--- src/design/pdst_pkg.sv ---
// Shared types, constants and small lookup functions for the Pacific
// daylight-time detector. No dependencies.

package pdst_pkg;

   // Field and internal widths
   localparam int unsigned SECS_W  = 32;
   localparam int unsigned DAYS_W  = 16;
   localparam int unsigned SOD_W   = 17;
   localparam int unsigned DOE_W   = 18;
   localparam int unsigned YOE_W   = 9;
   localparam int unsigned DOY_W   = 9;
   localparam int unsigned MONTH_W = 4;
   localparam int unsigned DAY_W   = 5;
   localparam int unsigned WSUM_W  = 10;

   // Stages inside the date converter, and total latency of the top level
   localparam int unsigned CIVIL_STAGES = 8;
   localparam int unsigned RSP_LATENCY  = CIVIL_STAGES + 3;

   // Seconds to days: 86400 = 128 * 675, divide by 675 through a reciprocal
   localparam int unsigned SEC_SHIFT       = 7;
   localparam logic [25:0] DAY_RECIP       = 26'd50903317;
   localparam int unsigned DAY_RECIP_SHIFT = 35;
   localparam logic [9:0]  DAY_DIV         = 10'd675;

   // Second-of-day bounds of the switch hours (10:00 and 09:00 UTC)
   localparam logic [SOD_W-1:0] DST_START_SOD = 17'd36000;
   localparam logic [SOD_W-1:0] DST_END_SOD   = 17'd32400;

   // Day count to era and day of era
   localparam logic [19:0] EPOCH_SHIFT = 20'd719468;
   localparam logic [19:0] ERA5_START  = 20'd730485;
   localparam logic [19:0] ERA4_START  = 20'd584388;

   localparam logic [DOE_W-1:0] CENT1    = 18'd36524;
   localparam logic [DOE_W-1:0] CENT2    = 18'd73048;
   localparam logic [DOE_W-1:0] CENT3    = 18'd109572;
   localparam logic [DOE_W-1:0] ERA_LAST = 18'd146096;

   // Reciprocals: quotient = (value * RECIP) >> SHIFT, exact over the used range
   localparam logic [16:0] QUAD_RECIP        = 17'd91930;   // (doe >> 2) / 365
   localparam int unsigned QUAD_RECIP_SHIFT  = 25;
   localparam logic [18:0] YEAR_RECIP        = 19'd367720;  // / 365
   localparam int unsigned YEAR_RECIP_SHIFT  = 27;
   localparam logic [11:0] MONTH_RECIP       = 12'd3427;    // / 153
   localparam int unsigned MONTH_RECIP_SHIFT = 19;
   localparam logic [10:0] WEEK_RECIP        = 11'd1171;    // / 7
   localparam int unsigned WEEK_RECIP_SHIFT  = 13;

   localparam logic [MONTH_W-1:0] MONTH_MARCH    = 4'd3;
   localparam logic [MONTH_W-1:0] MONTH_NOVEMBER = 4'd11;

   typedef struct packed {
      logic [MONTH_W-1:0] month;
      logic [DAY_W-1:0]   day;
      logic [3:0]         switch_day;
   } pdst_date_type;

   typedef struct packed {
      logic after_start;   // UTC hour is 10 or later
      logic before_end;    // UTC hour is below 9
   } pdst_hour_type;

   // Days from March 1 to the first of the month, month counted from March
   function automatic logic [DOY_W-1:0] days_before_month(input logic [3:0] mp);
      logic [DOY_W-1:0] d;
      case (mp)
         4'd0:    d = 9'd0;
         4'd1:    d = 9'd31;
         4'd2:    d = 9'd61;
         4'd3:    d = 9'd92;
         4'd4:    d = 9'd122;
         4'd5:    d = 9'd153;
         4'd6:    d = 9'd184;
         4'd7:    d = 9'd214;
         4'd8:    d = 9'd245;
         4'd9:    d = 9'd275;
         4'd10:   d = 9'd306;
         4'd11:   d = 9'd337;
         default: d = 9'd0;
      endcase
      return d;
   endfunction

   // Weekday offset table by civil month 1..12
   function automatic logic [2:0] month_offset(input logic [MONTH_W-1:0] month);
      logic [2:0] o;
      case (month)
         4'd1:    o = 3'd0;
         4'd2:    o = 3'd3;
         4'd3:    o = 3'd2;
         4'd4:    o = 3'd5;
         4'd5:    o = 3'd0;
         4'd6:    o = 3'd3;
         4'd7:    o = 3'd5;
         4'd8:    o = 3'd1;
         4'd9:    o = 3'd4;
         4'd10:   o = 3'd6;
         4'd11:   o = 3'd2;
         4'd12:   o = 3'd4;
         default: o = 3'd0;
      endcase
      return o;
   endfunction

endpackage

--- src/design/pdst_civil.sv ---
// Pipelined day-count to civil date converter, with the switch Sunday of
// the month. Depends on pdst_pkg.

module pdst_civil
   import pdst_pkg::*;
(
   input  logic                clock,
   input  logic                reset,
   input  logic                in_valid,
   input  logic [DAYS_W-1:0]   in_days,
   output logic                out_valid,
   output pdst_date_type       out_date
);

   logic [CIVIL_STAGES-1:0] valid_ff;

   // stage 1: era and day of era
   logic [19:0]       z_val;
   logic              era5_in;
   logic [19:0]       doe_full;
   logic [DOE_W-1:0]  c1_doe_ff;

   // stage 2: quadrennial and century counts
   logic [32:0]       quad_prod;
   logic [2:0]        cent_in;
   logic [DOE_W-1:0]  c2_doe_ff;
   logic [6:0]        c2_quad_ff;
   logic [2:0]        c2_cent_ff;
   logic              c2_last_ff;

   // stage 3: numerator of year of era
   logic [DOE_W-1:0]  num_in;
   logic [DOE_W-1:0]  c3_num_ff;
   logic [DOE_W-1:0]  c3_doe_ff;

   // stage 4: year of era
   logic [36:0]       year_prod;
   logic [YOE_W-1:0]  c4_yoe_ff;
   logic [DOE_W-1:0]  c4_doe_ff;

   // stage 5: day of year
   logic [1:0]        hund_in;
   logic [DOE_W-1:0]  yday_base;
   logic [DOE_W-1:0]  doy_full;
   logic [DOY_W-1:0]  c5_doy_ff;
   logic [YOE_W-1:0]  c5_yoe_ff;
   logic [1:0]        c5_hund_ff;

   // stage 6: month index and weekday sum
   logic [10:0]       mv;
   logic [22:0]       month_prod;
   logic [WSUM_W-1:0] wsum_in;
   logic [3:0]        c6_mp_ff;
   logic [DOY_W-1:0]  c6_doy_ff;
   logic [WSUM_W-1:0] c6_wsum_ff;

   // stage 7: month, day and full weekday sum
   logic [MONTH_W-1:0] month_in;
   logic [DOY_W-1:0]   day_full;
   logic [MONTH_W-1:0] c7_month_ff;
   logic [DAY_W-1:0]   c7_day_ff;
   logic [WSUM_W-1:0]  c7_wsum_ff;

   // stage 8: weekday of the first and switch day
   logic [20:0]        week_prod;
   logic [WSUM_W-1:0]  wrem;
   logic [3:0]         first_sun;
   pdst_date_type      date_in;
   pdst_date_type      c8_date_ff;

   always_comb begin
      z_val    = 20'(in_days) + EPOCH_SHIFT;
      era5_in  = (z_val >= ERA5_START);
      doe_full = z_val - (era5_in ? ERA5_START : ERA4_START);
   end

   always_comb begin
      quad_prod = 33'(c1_doe_ff[DOE_W-1:2]) * 33'(QUAD_RECIP);
      cent_in   = 3'(c1_doe_ff >= CENT1) + 3'(c1_doe_ff >= CENT2)
                + 3'(c1_doe_ff >= CENT3) + 3'(c1_doe_ff >= ERA_LAST);
   end

   assign num_in = c2_doe_ff - 18'(c2_quad_ff) + 18'(c2_cent_ff) - 18'(c2_last_ff);

   assign year_prod = 37'(c3_num_ff) * 37'(YEAR_RECIP);

   always_comb begin
      hund_in   = 2'(c4_yoe_ff >= 9'd100) + 2'(c4_yoe_ff >= 9'd200)
                + 2'(c4_yoe_ff >= 9'd300);
      yday_base = 18'(c4_yoe_ff) * 18'd365 + 18'(c4_yoe_ff[YOE_W-1:2]) - 18'(hund_in);
      doy_full  = c4_doe_ff - yday_base;
   end

   // year term of the weekday sum; the era adds 497 * era, a multiple of 7,
   // so only the year of era counts
   always_comb begin
      mv         = {c5_doy_ff, 2'b00} + 11'(c5_doy_ff) + 11'd2;
      month_prod = 23'(mv) * 23'(MONTH_RECIP);
      wsum_in    = 10'(c5_yoe_ff) + 10'(c5_yoe_ff[YOE_W-1:2]) - 10'(c5_hund_ff)
                 + 10'd1;
   end

   always_comb begin
      month_in = (c6_mp_ff < 4'd10) ? c6_mp_ff + 4'd3 : c6_mp_ff - 4'd9;
      day_full = c6_doy_ff - days_before_month(c6_mp_ff) + 9'd1;
   end

   always_comb begin
      week_prod  = 21'(c7_wsum_ff) * 21'(WEEK_RECIP);
      wrem       = c7_wsum_ff - 10'(week_prod[20:WEEK_RECIP_SHIFT]) * 10'd7;
      first_sun  = (wrem[2:0] == 3'd0) ? 4'd1 : 4'd8 - 4'(wrem[2:0]);
      date_in.month      = c7_month_ff;
      date_in.day        = c7_day_ff;
      date_in.switch_day = (c7_month_ff == MONTH_MARCH) ? first_sun + 4'd7 : first_sun;
   end

   always_ff @(posedge clock) begin
      if (reset) begin
         valid_ff <= '0;
      end else begin
         valid_ff <= {valid_ff[CIVIL_STAGES-2:0], in_valid};
      end
   end

   always_ff @(posedge clock) begin
      c1_doe_ff   <= doe_full[DOE_W-1:0];

      c2_doe_ff   <= c1_doe_ff;
      c2_quad_ff  <= quad_prod[QUAD_RECIP_SHIFT+6:QUAD_RECIP_SHIFT];
      c2_cent_ff  <= cent_in;
      c2_last_ff  <= (c1_doe_ff == ERA_LAST);

      c3_num_ff   <= num_in;
      c3_doe_ff   <= c2_doe_ff;

      c4_yoe_ff   <= year_prod[YEAR_RECIP_SHIFT+YOE_W-1:YEAR_RECIP_SHIFT];
      c4_doe_ff   <= c3_doe_ff;

      c5_doy_ff   <= doy_full[DOY_W-1:0];
      c5_yoe_ff   <= c4_yoe_ff;
      c5_hund_ff  <= hund_in;

      c6_mp_ff    <= month_prod[MONTH_RECIP_SHIFT+3:MONTH_RECIP_SHIFT];
      c6_doy_ff   <= c5_doy_ff;
      c6_wsum_ff  <= wsum_in;

      c7_month_ff <= month_in;
      c7_day_ff   <= day_full[DAY_W-1:0];
      c7_wsum_ff  <= c6_wsum_ff + 10'(month_offset(month_in));

      c8_date_ff  <= date_in;
   end

   assign out_valid = valid_ff[CIVIL_STAGES-1];
   assign out_date  = c8_date_ff;

endmodule

--- src/design/pacific_dst_from_unix_time_unit.sv ---
// Top level of the Pacific daylight-time detector: seconds split, date
// converter instance and final rule. Depends on pdst_pkg and pdst_civil.
//
// Usage:
//   Input channel: drive req_utc_seconds (Unix time, UTC seconds) and raise
//   start; the word is taken at every rising edge with start high and busy
//   low. busy stays low: the pipeline takes a new word in every cycle.
//   Result channel: rsp_strobe is high for exactly one cycle per word, with
//   rsp_daylight_time set when US Pacific daylight time is in force.
//   Results come out in the order the words went in.
//   Pipeline: 2 stages of seconds split, 8 in the date converter and 1 for
//   the rule lie between the accepting edge and the edge that takes the
//   result. Throughput: one word per cycle, set by the fully registered
//   pipeline; each stage holds at most one 32-bit-class multiply.
//   Reset (synchronous, active high) clears every valid bit; words in
//   flight are dropped and no strobe follows them.
//   The receiver cannot stall: every result is shown once and then gone.

module pacific_dst_from_unix_time_unit
   import pdst_pkg::*;
(
   input  logic              clock,
   input  logic              reset,
   input  logic              start,
   output logic              busy,
   input  logic [SECS_W-1:0] req_utc_seconds,
   output logic              rsp_strobe,
   output logic              rsp_daylight_time
);

   // stage 1: day estimate by reciprocal multiply
   logic [50:0]        day_prod;
   logic               s1_valid_ff;
   logic [SECS_W-1:0]  s1_secs_ff;
   logic [DAYS_W-1:0]  s1_days_ff;

   // stage 2: second of day and switch-hour flags
   logic [25:0]        day_rem;
   logic [SOD_W-1:0]   sod;
   logic               s2_valid_ff;
   logic [DAYS_W-1:0]  s2_days_ff;
   pdst_hour_type      s2_hour_ff;

   // hour flags ride alongside the date converter
   pdst_hour_type      hour_dly_ff [CIVIL_STAGES];

   logic               civil_valid;
   pdst_date_type      civil_date;
   pdst_hour_type      hour_at;
   logic               daylight_in;
   logic               rsp_strobe_ff;
   logic               rsp_daylight_ff;

   // The pipeline never stalls.
   assign busy = 1'b0;

   // 86400 = 128 * 675: shift away the 128, then divide by 675 exactly
   assign day_prod = 51'(req_utc_seconds[SECS_W-1:SEC_SHIFT]) * 51'(DAY_RECIP);

   // remainder of the 675 divide, then glue the low seven bits back on
   always_comb begin
      day_rem = 26'(s1_secs_ff[SECS_W-1:SEC_SHIFT]) - 26'(s1_days_ff) * 26'(DAY_DIV);
      sod     = {day_rem[9:0], s1_secs_ff[SEC_SHIFT-1:0]};
   end

   always_ff @(posedge clock) begin
      if (reset) begin
         s1_valid_ff <= 1'b0;
         s2_valid_ff <= 1'b0;
      end else begin
         s1_valid_ff <= start & ~busy;
         s2_valid_ff <= s1_valid_ff;
      end
   end

   always_ff @(posedge clock) begin
      s1_secs_ff             <= req_utc_seconds;
      s1_days_ff             <= day_prod[DAY_RECIP_SHIFT+DAYS_W-1:DAY_RECIP_SHIFT];
      s2_days_ff             <= s1_days_ff;
      s2_hour_ff.after_start <= (sod >= DST_START_SOD);
      s2_hour_ff.before_end  <= (sod < DST_END_SOD);
   end

   // advance the hour flags in step with the converter stages
   always_ff @(posedge clock) begin
      hour_dly_ff[0] <= s2_hour_ff;
      for (int i = 1; i < CIVIL_STAGES; i++) begin
         hour_dly_ff[i] <= hour_dly_ff[i-1];
      end
   end

   pdst_civil u_civil (
      .clock     (clock),
      .reset     (reset),
      .in_valid  (s2_valid_ff),
      .in_days   (s2_days_ff),
      .out_valid (civil_valid),
      .out_date  (civil_date)
   );

   assign hour_at = hour_dly_ff[CIVIL_STAGES-1];

   // Rule: winter months off, April..October on, March and November
   // decided against the switch Sunday and the UTC hour.
   always_comb begin
      if (civil_date.month < MONTH_MARCH || civil_date.month > MONTH_NOVEMBER) begin
         daylight_in = 1'b0;
      end else if (civil_date.month == MONTH_MARCH) begin
         if (civil_date.day < 5'(civil_date.switch_day)) begin
            daylight_in = 1'b0;
         end else if (civil_date.day > 5'(civil_date.switch_day)) begin
            daylight_in = 1'b1;
         end else begin
            daylight_in = hour_at.after_start;
         end
      end else if (civil_date.month == MONTH_NOVEMBER) begin
         if (civil_date.day < 5'(civil_date.switch_day)) begin
            daylight_in = 1'b1;
         end else if (civil_date.day > 5'(civil_date.switch_day)) begin
            daylight_in = 1'b0;
         end else begin
            daylight_in = hour_at.before_end;
         end
      end else begin
         daylight_in = 1'b1;
      end
   end

   // hold the result line low between strobes
   always_ff @(posedge clock) begin
      if (reset) begin
         rsp_strobe_ff   <= 1'b0;
         rsp_daylight_ff <= 1'b0;
      end else begin
         rsp_strobe_ff   <= civil_valid;
         rsp_daylight_ff <= civil_valid & daylight_in;
      end
   end

   assign rsp_strobe        = rsp_strobe_ff;
   assign rsp_daylight_time = rsp_daylight_ff;

endmodule

--- config.mk ---
export PLATFORM = sky130hd
export DESIGN_NAME = pacific_dst_from_unix_time_unit
export DESIGN_NICKNAME = d
export VERILOG_FILES = /design/src/design/pdst_pkg.sv /design/src/design/pdst_civil.sv /design/src/design/pacific_dst_from_unix_time_unit.sv
export SDC_FILE = /design/constraint.sdc
export NUM_CORES = 2
export LEC_CHECK = 0
export ABC_CLOCK_PERIOD_IN_PS = 6650
export BUFFER_PORTS_ARGS = -buffer_cell sky130_fd_sc_hd__buf_2
export CORE_ASPECT_RATIO = 1.75
export CORE_MARGIN = 4
export CORE_UTILIZATION = 50
export CTS_CLUSTER_DIAMETER = 60
export DETAILED_ROUTE_END_ITERATION = 16
export PLACE_DENSITY_LB_ADDON = 0.05
export SLEW_MARGIN = 15
export SYNTH_ARGS = -nofsm -noshare
export SYNTH_HDL_FRONTEND = slang
export SYNTH_SLANG_ARGS = --single-unit
--- constraint.sdc ---
create_clock -name clock -period 6.65 [get_ports clock]
set_input_delay 0 -clock clock [delete_from_list [all_inputs] [get_ports clock]]
set_output_delay 0 -clock clock [all_outputs]
set_load 0.005 [all_outputs]
==> impl_results.md <==
* Outcome: completed
* Worst hold-check path type: input pin to register
* First-pass GRT wire length at roughly 130 mm
* Number of synthesized register bits at about 240
* Share of Yosys cell area claimed by the top area cell type at between 30 and 40%
* Buffer and inverter count on the worst path at 5
* Post-layout nets at around 4800
* Y dimension of the die at 351.2 um
* # Max-Cap Violations at 0
* Wirelength per Cell at roughly 18 um
* Fraction of registers with async set or reset after synthesis at 0%
* Dpl ws at -0.1759 ns
* Number of buffers created by CTS at 31
* Routability Congestion at a little under 1
* Chip Width at 204.1 um
* Syn-to-layout area delta at 9.357%
* Clock buffer depth at 3
* Yosys Warn Count at 0
* Fin Hold WS at 0.04955 ns
* Clock edge transition at the registers on the reported setup and hold paths at roughly 0.060 ns
* Number of standard cells after synthesis at between 3000 and 4000
* Placeable core area at roughly 67000 sq um
* Total die area at 71700 sq um
* Average via count per standard cell at about 5
* Number of slew-limit violations in the final report at 0
* Final setup skew at between 0.01 and 0.015 ns
* Total wire length at approximately 77 mm
* Final core utilization at 55.25%
* Sort of element at the end of the critical path: register
* Number of cell rows at ~130
* Post-detailed-placement half-perimeter wirelength at a little under 70 mm
* Worst setup path class: register to register
* Final period demand of the worst path at between 6 and 7 ns
* Number of flops mapped to enable cells by yosys at 0
* Sequential share of the synthesized area at between 10% and 20%
* First-iteration detailed-routing DRC count at ~560
* Root buffer selected by CTS: clkbuf_16
* Slowest Stage Delay on Critical Path at about 0.55 ns
* Antenna Violating Nets Remaining at 0
* Transition time of the tightest slew-check pin at between 0.8 and 0.9 ns
* Arrival time of data at the critical path endpoint at about 6.9 ns
* Worst hold path stage count at 2
* Clock Latency Late Sink at around 0.6 ns
* Most instantiated flip-flop cell in the synthesis netlist: dfxtp_1
* Total of buffers placed on input and output ports at 32
* Cell depth of the worst flop-to-flop path at 31
* H-tree levels at 1
* Starting Density at about half
* CTS tree: yes
* Initial antenna violation count at 0
* Proportion of layout cells with a drive suffix above 1 at under 10%
* Setup TNS at 0 ns
* Post-Syn Nets at around 4600
* Required @ worst endpoint at between 7 and 8 ns
* Post-synthesis area per instance at between 10 and 15 sq um
* Final setup violation count at 0
* Area contributors post-synth: ha_1 33%, fa_1 28%, dfxtp_1 14%
* Highest net fanout along the worst path at 3
* DRC errors left at 0
* Fillcell total at approximately 6000
* Number of iterations in the first detailed-routing pass at 4
* TritonCTS Sinks at around 240
* Most instantiated library cell after synthesis: ha_1
* Distinct cell type count of the synthesized netlist at 80
* Final worst-path cycle share at 96.08%
* Post-synth design cell area at 33660 sq um
* All-Layer GR Usage at between 20% and 30%
* Vias in the first global route at 25010
* Maximum clock frequency at 156.5 MHz
* Relative max-transition margin at 46.53%
* Largest area contributor in the synthesized netlist: ha_1
* Smallest setup slack after layout at 0.2608 ns
* Count of endpoints failing hold in the final timing report at 0
* Depth of the critical timing path with buffers and inverters included at 31
* Via count of the routed design at roughly 22000
* Worst path top cell family by delay: adder cells
* Maximum number of pins on one net before global-route repair at 17
* Critical Path Slowest Stage Cell: fa_1
* Total grt overflow at 0
* Worst setup SP type: register
* Most common library cells after synthesis: 876 x ha_1, 864 x inv_1, 469 x fa_1, 243 x dfxtp_1, 124 x xnor2_1
* # IOs at 38
-- logic make-up after synthesis --
logic type | count (synthesis) | share of synthesized area, %
compound gates | 318 | 6.357
xor+xnor | 168 | 4.450
fa+ha+maj | 1345 | 60.46
buf+inv | 868 | 9.691
flops | 243 | 14.45
mux | 5 | 0.1487
other cells | 1 | 0.01114
simple gates | 296 | 4.431
-- area by class of cell --
class | instances | area (sq um) | share of cell area [%]
multi-input combinational | 2133 | 25670 | 69.74
tap | 889 | 1112 | 3.022
sequential | 243 | 4866 | 13.22
inverter | 865 | 3247 | 8.821
clock inverter | 19 | 215.2 | 0.5847
clock buffer | 39 | 845.8 | 2.298
timing repair buffer | 118 | 849.6 | 2.308
antenna | 1 | 2.502 | 0.006799
-- flip-flops by register name (all words and copies together) (netlist names), 13 cells and up, named ones only --
register / flops
hour_dly_ff: 16
s1_days_ff: 16
s1_secs_ff: 13
s2_days_ff: 16
u_civil.c1_doe_ff: 18
u_civil.c2_doe_ff: 18
u_civil.c3_num_ff: 18
u_civil.out_date: 13
-- what timing repair did --
item                                    4_1_cts  5_1_grt
pin swaps                                     5       30
hold buffers                                 16        0
endpoints found under the setup margin        5        8
endpoints found under the hold margin        25        0
gates resized for setup                       6       27
setup buffers                                 2        6
-- cells in the final DEF, fill, tap and decap left out, types with 31 or more instances in the layout --
cell type,instances
a21o_1,31
a21oi_1,88
buf_2,32
buf_4,69
clkbuf_16,31
dfxtp_1,242
fa_1,467
ha_1,871
inv_1,862
nand2_1,71
nor2_1,68
o21ai_0,49
xnor2_1,118
xor2_1,41
-- routing by layer --
metal	part of all wire, %	vias up	global-route usage [%]
met5	0	-	0
met4	6.2	0	10.95
met3	1.7	175	1.466
met2	61	280	48.18
met1	31	10770	19.77
li1	-	10570	-
-- per-stage QoR --
step                      instances  instance area, sq um
after CTS                      4300                 36640
after global placement         4224                 35380
final                          4307                 36810
after global routing           4306                 36810
after detailed placement       4224                 35380
after floorplan                3244                 33660
-- final timing paths --
path / start / endpoint / slack [ns]
worst max-delay path: u_civil.c5_doy_ff[2]$_DFF_P_ / register / 0.26
worst min-delay path: req_utc_seconds[4] / s1_secs_ff[4]$_DFF_P_ / 0.05
worst max register to register: u_civil.c5_doy_ff[2]$_DFF_P_ / register / 0.26
worst min register to register: hour_dly_ff[1][5]$_DFF_P_ / hour_dly_ff[1][7]$_DFF_P_ / 0.32
Power is left out: the tool's default activity adds up to more than one toggle a clock period on the data nets, which glitch-free logic cannot reach.
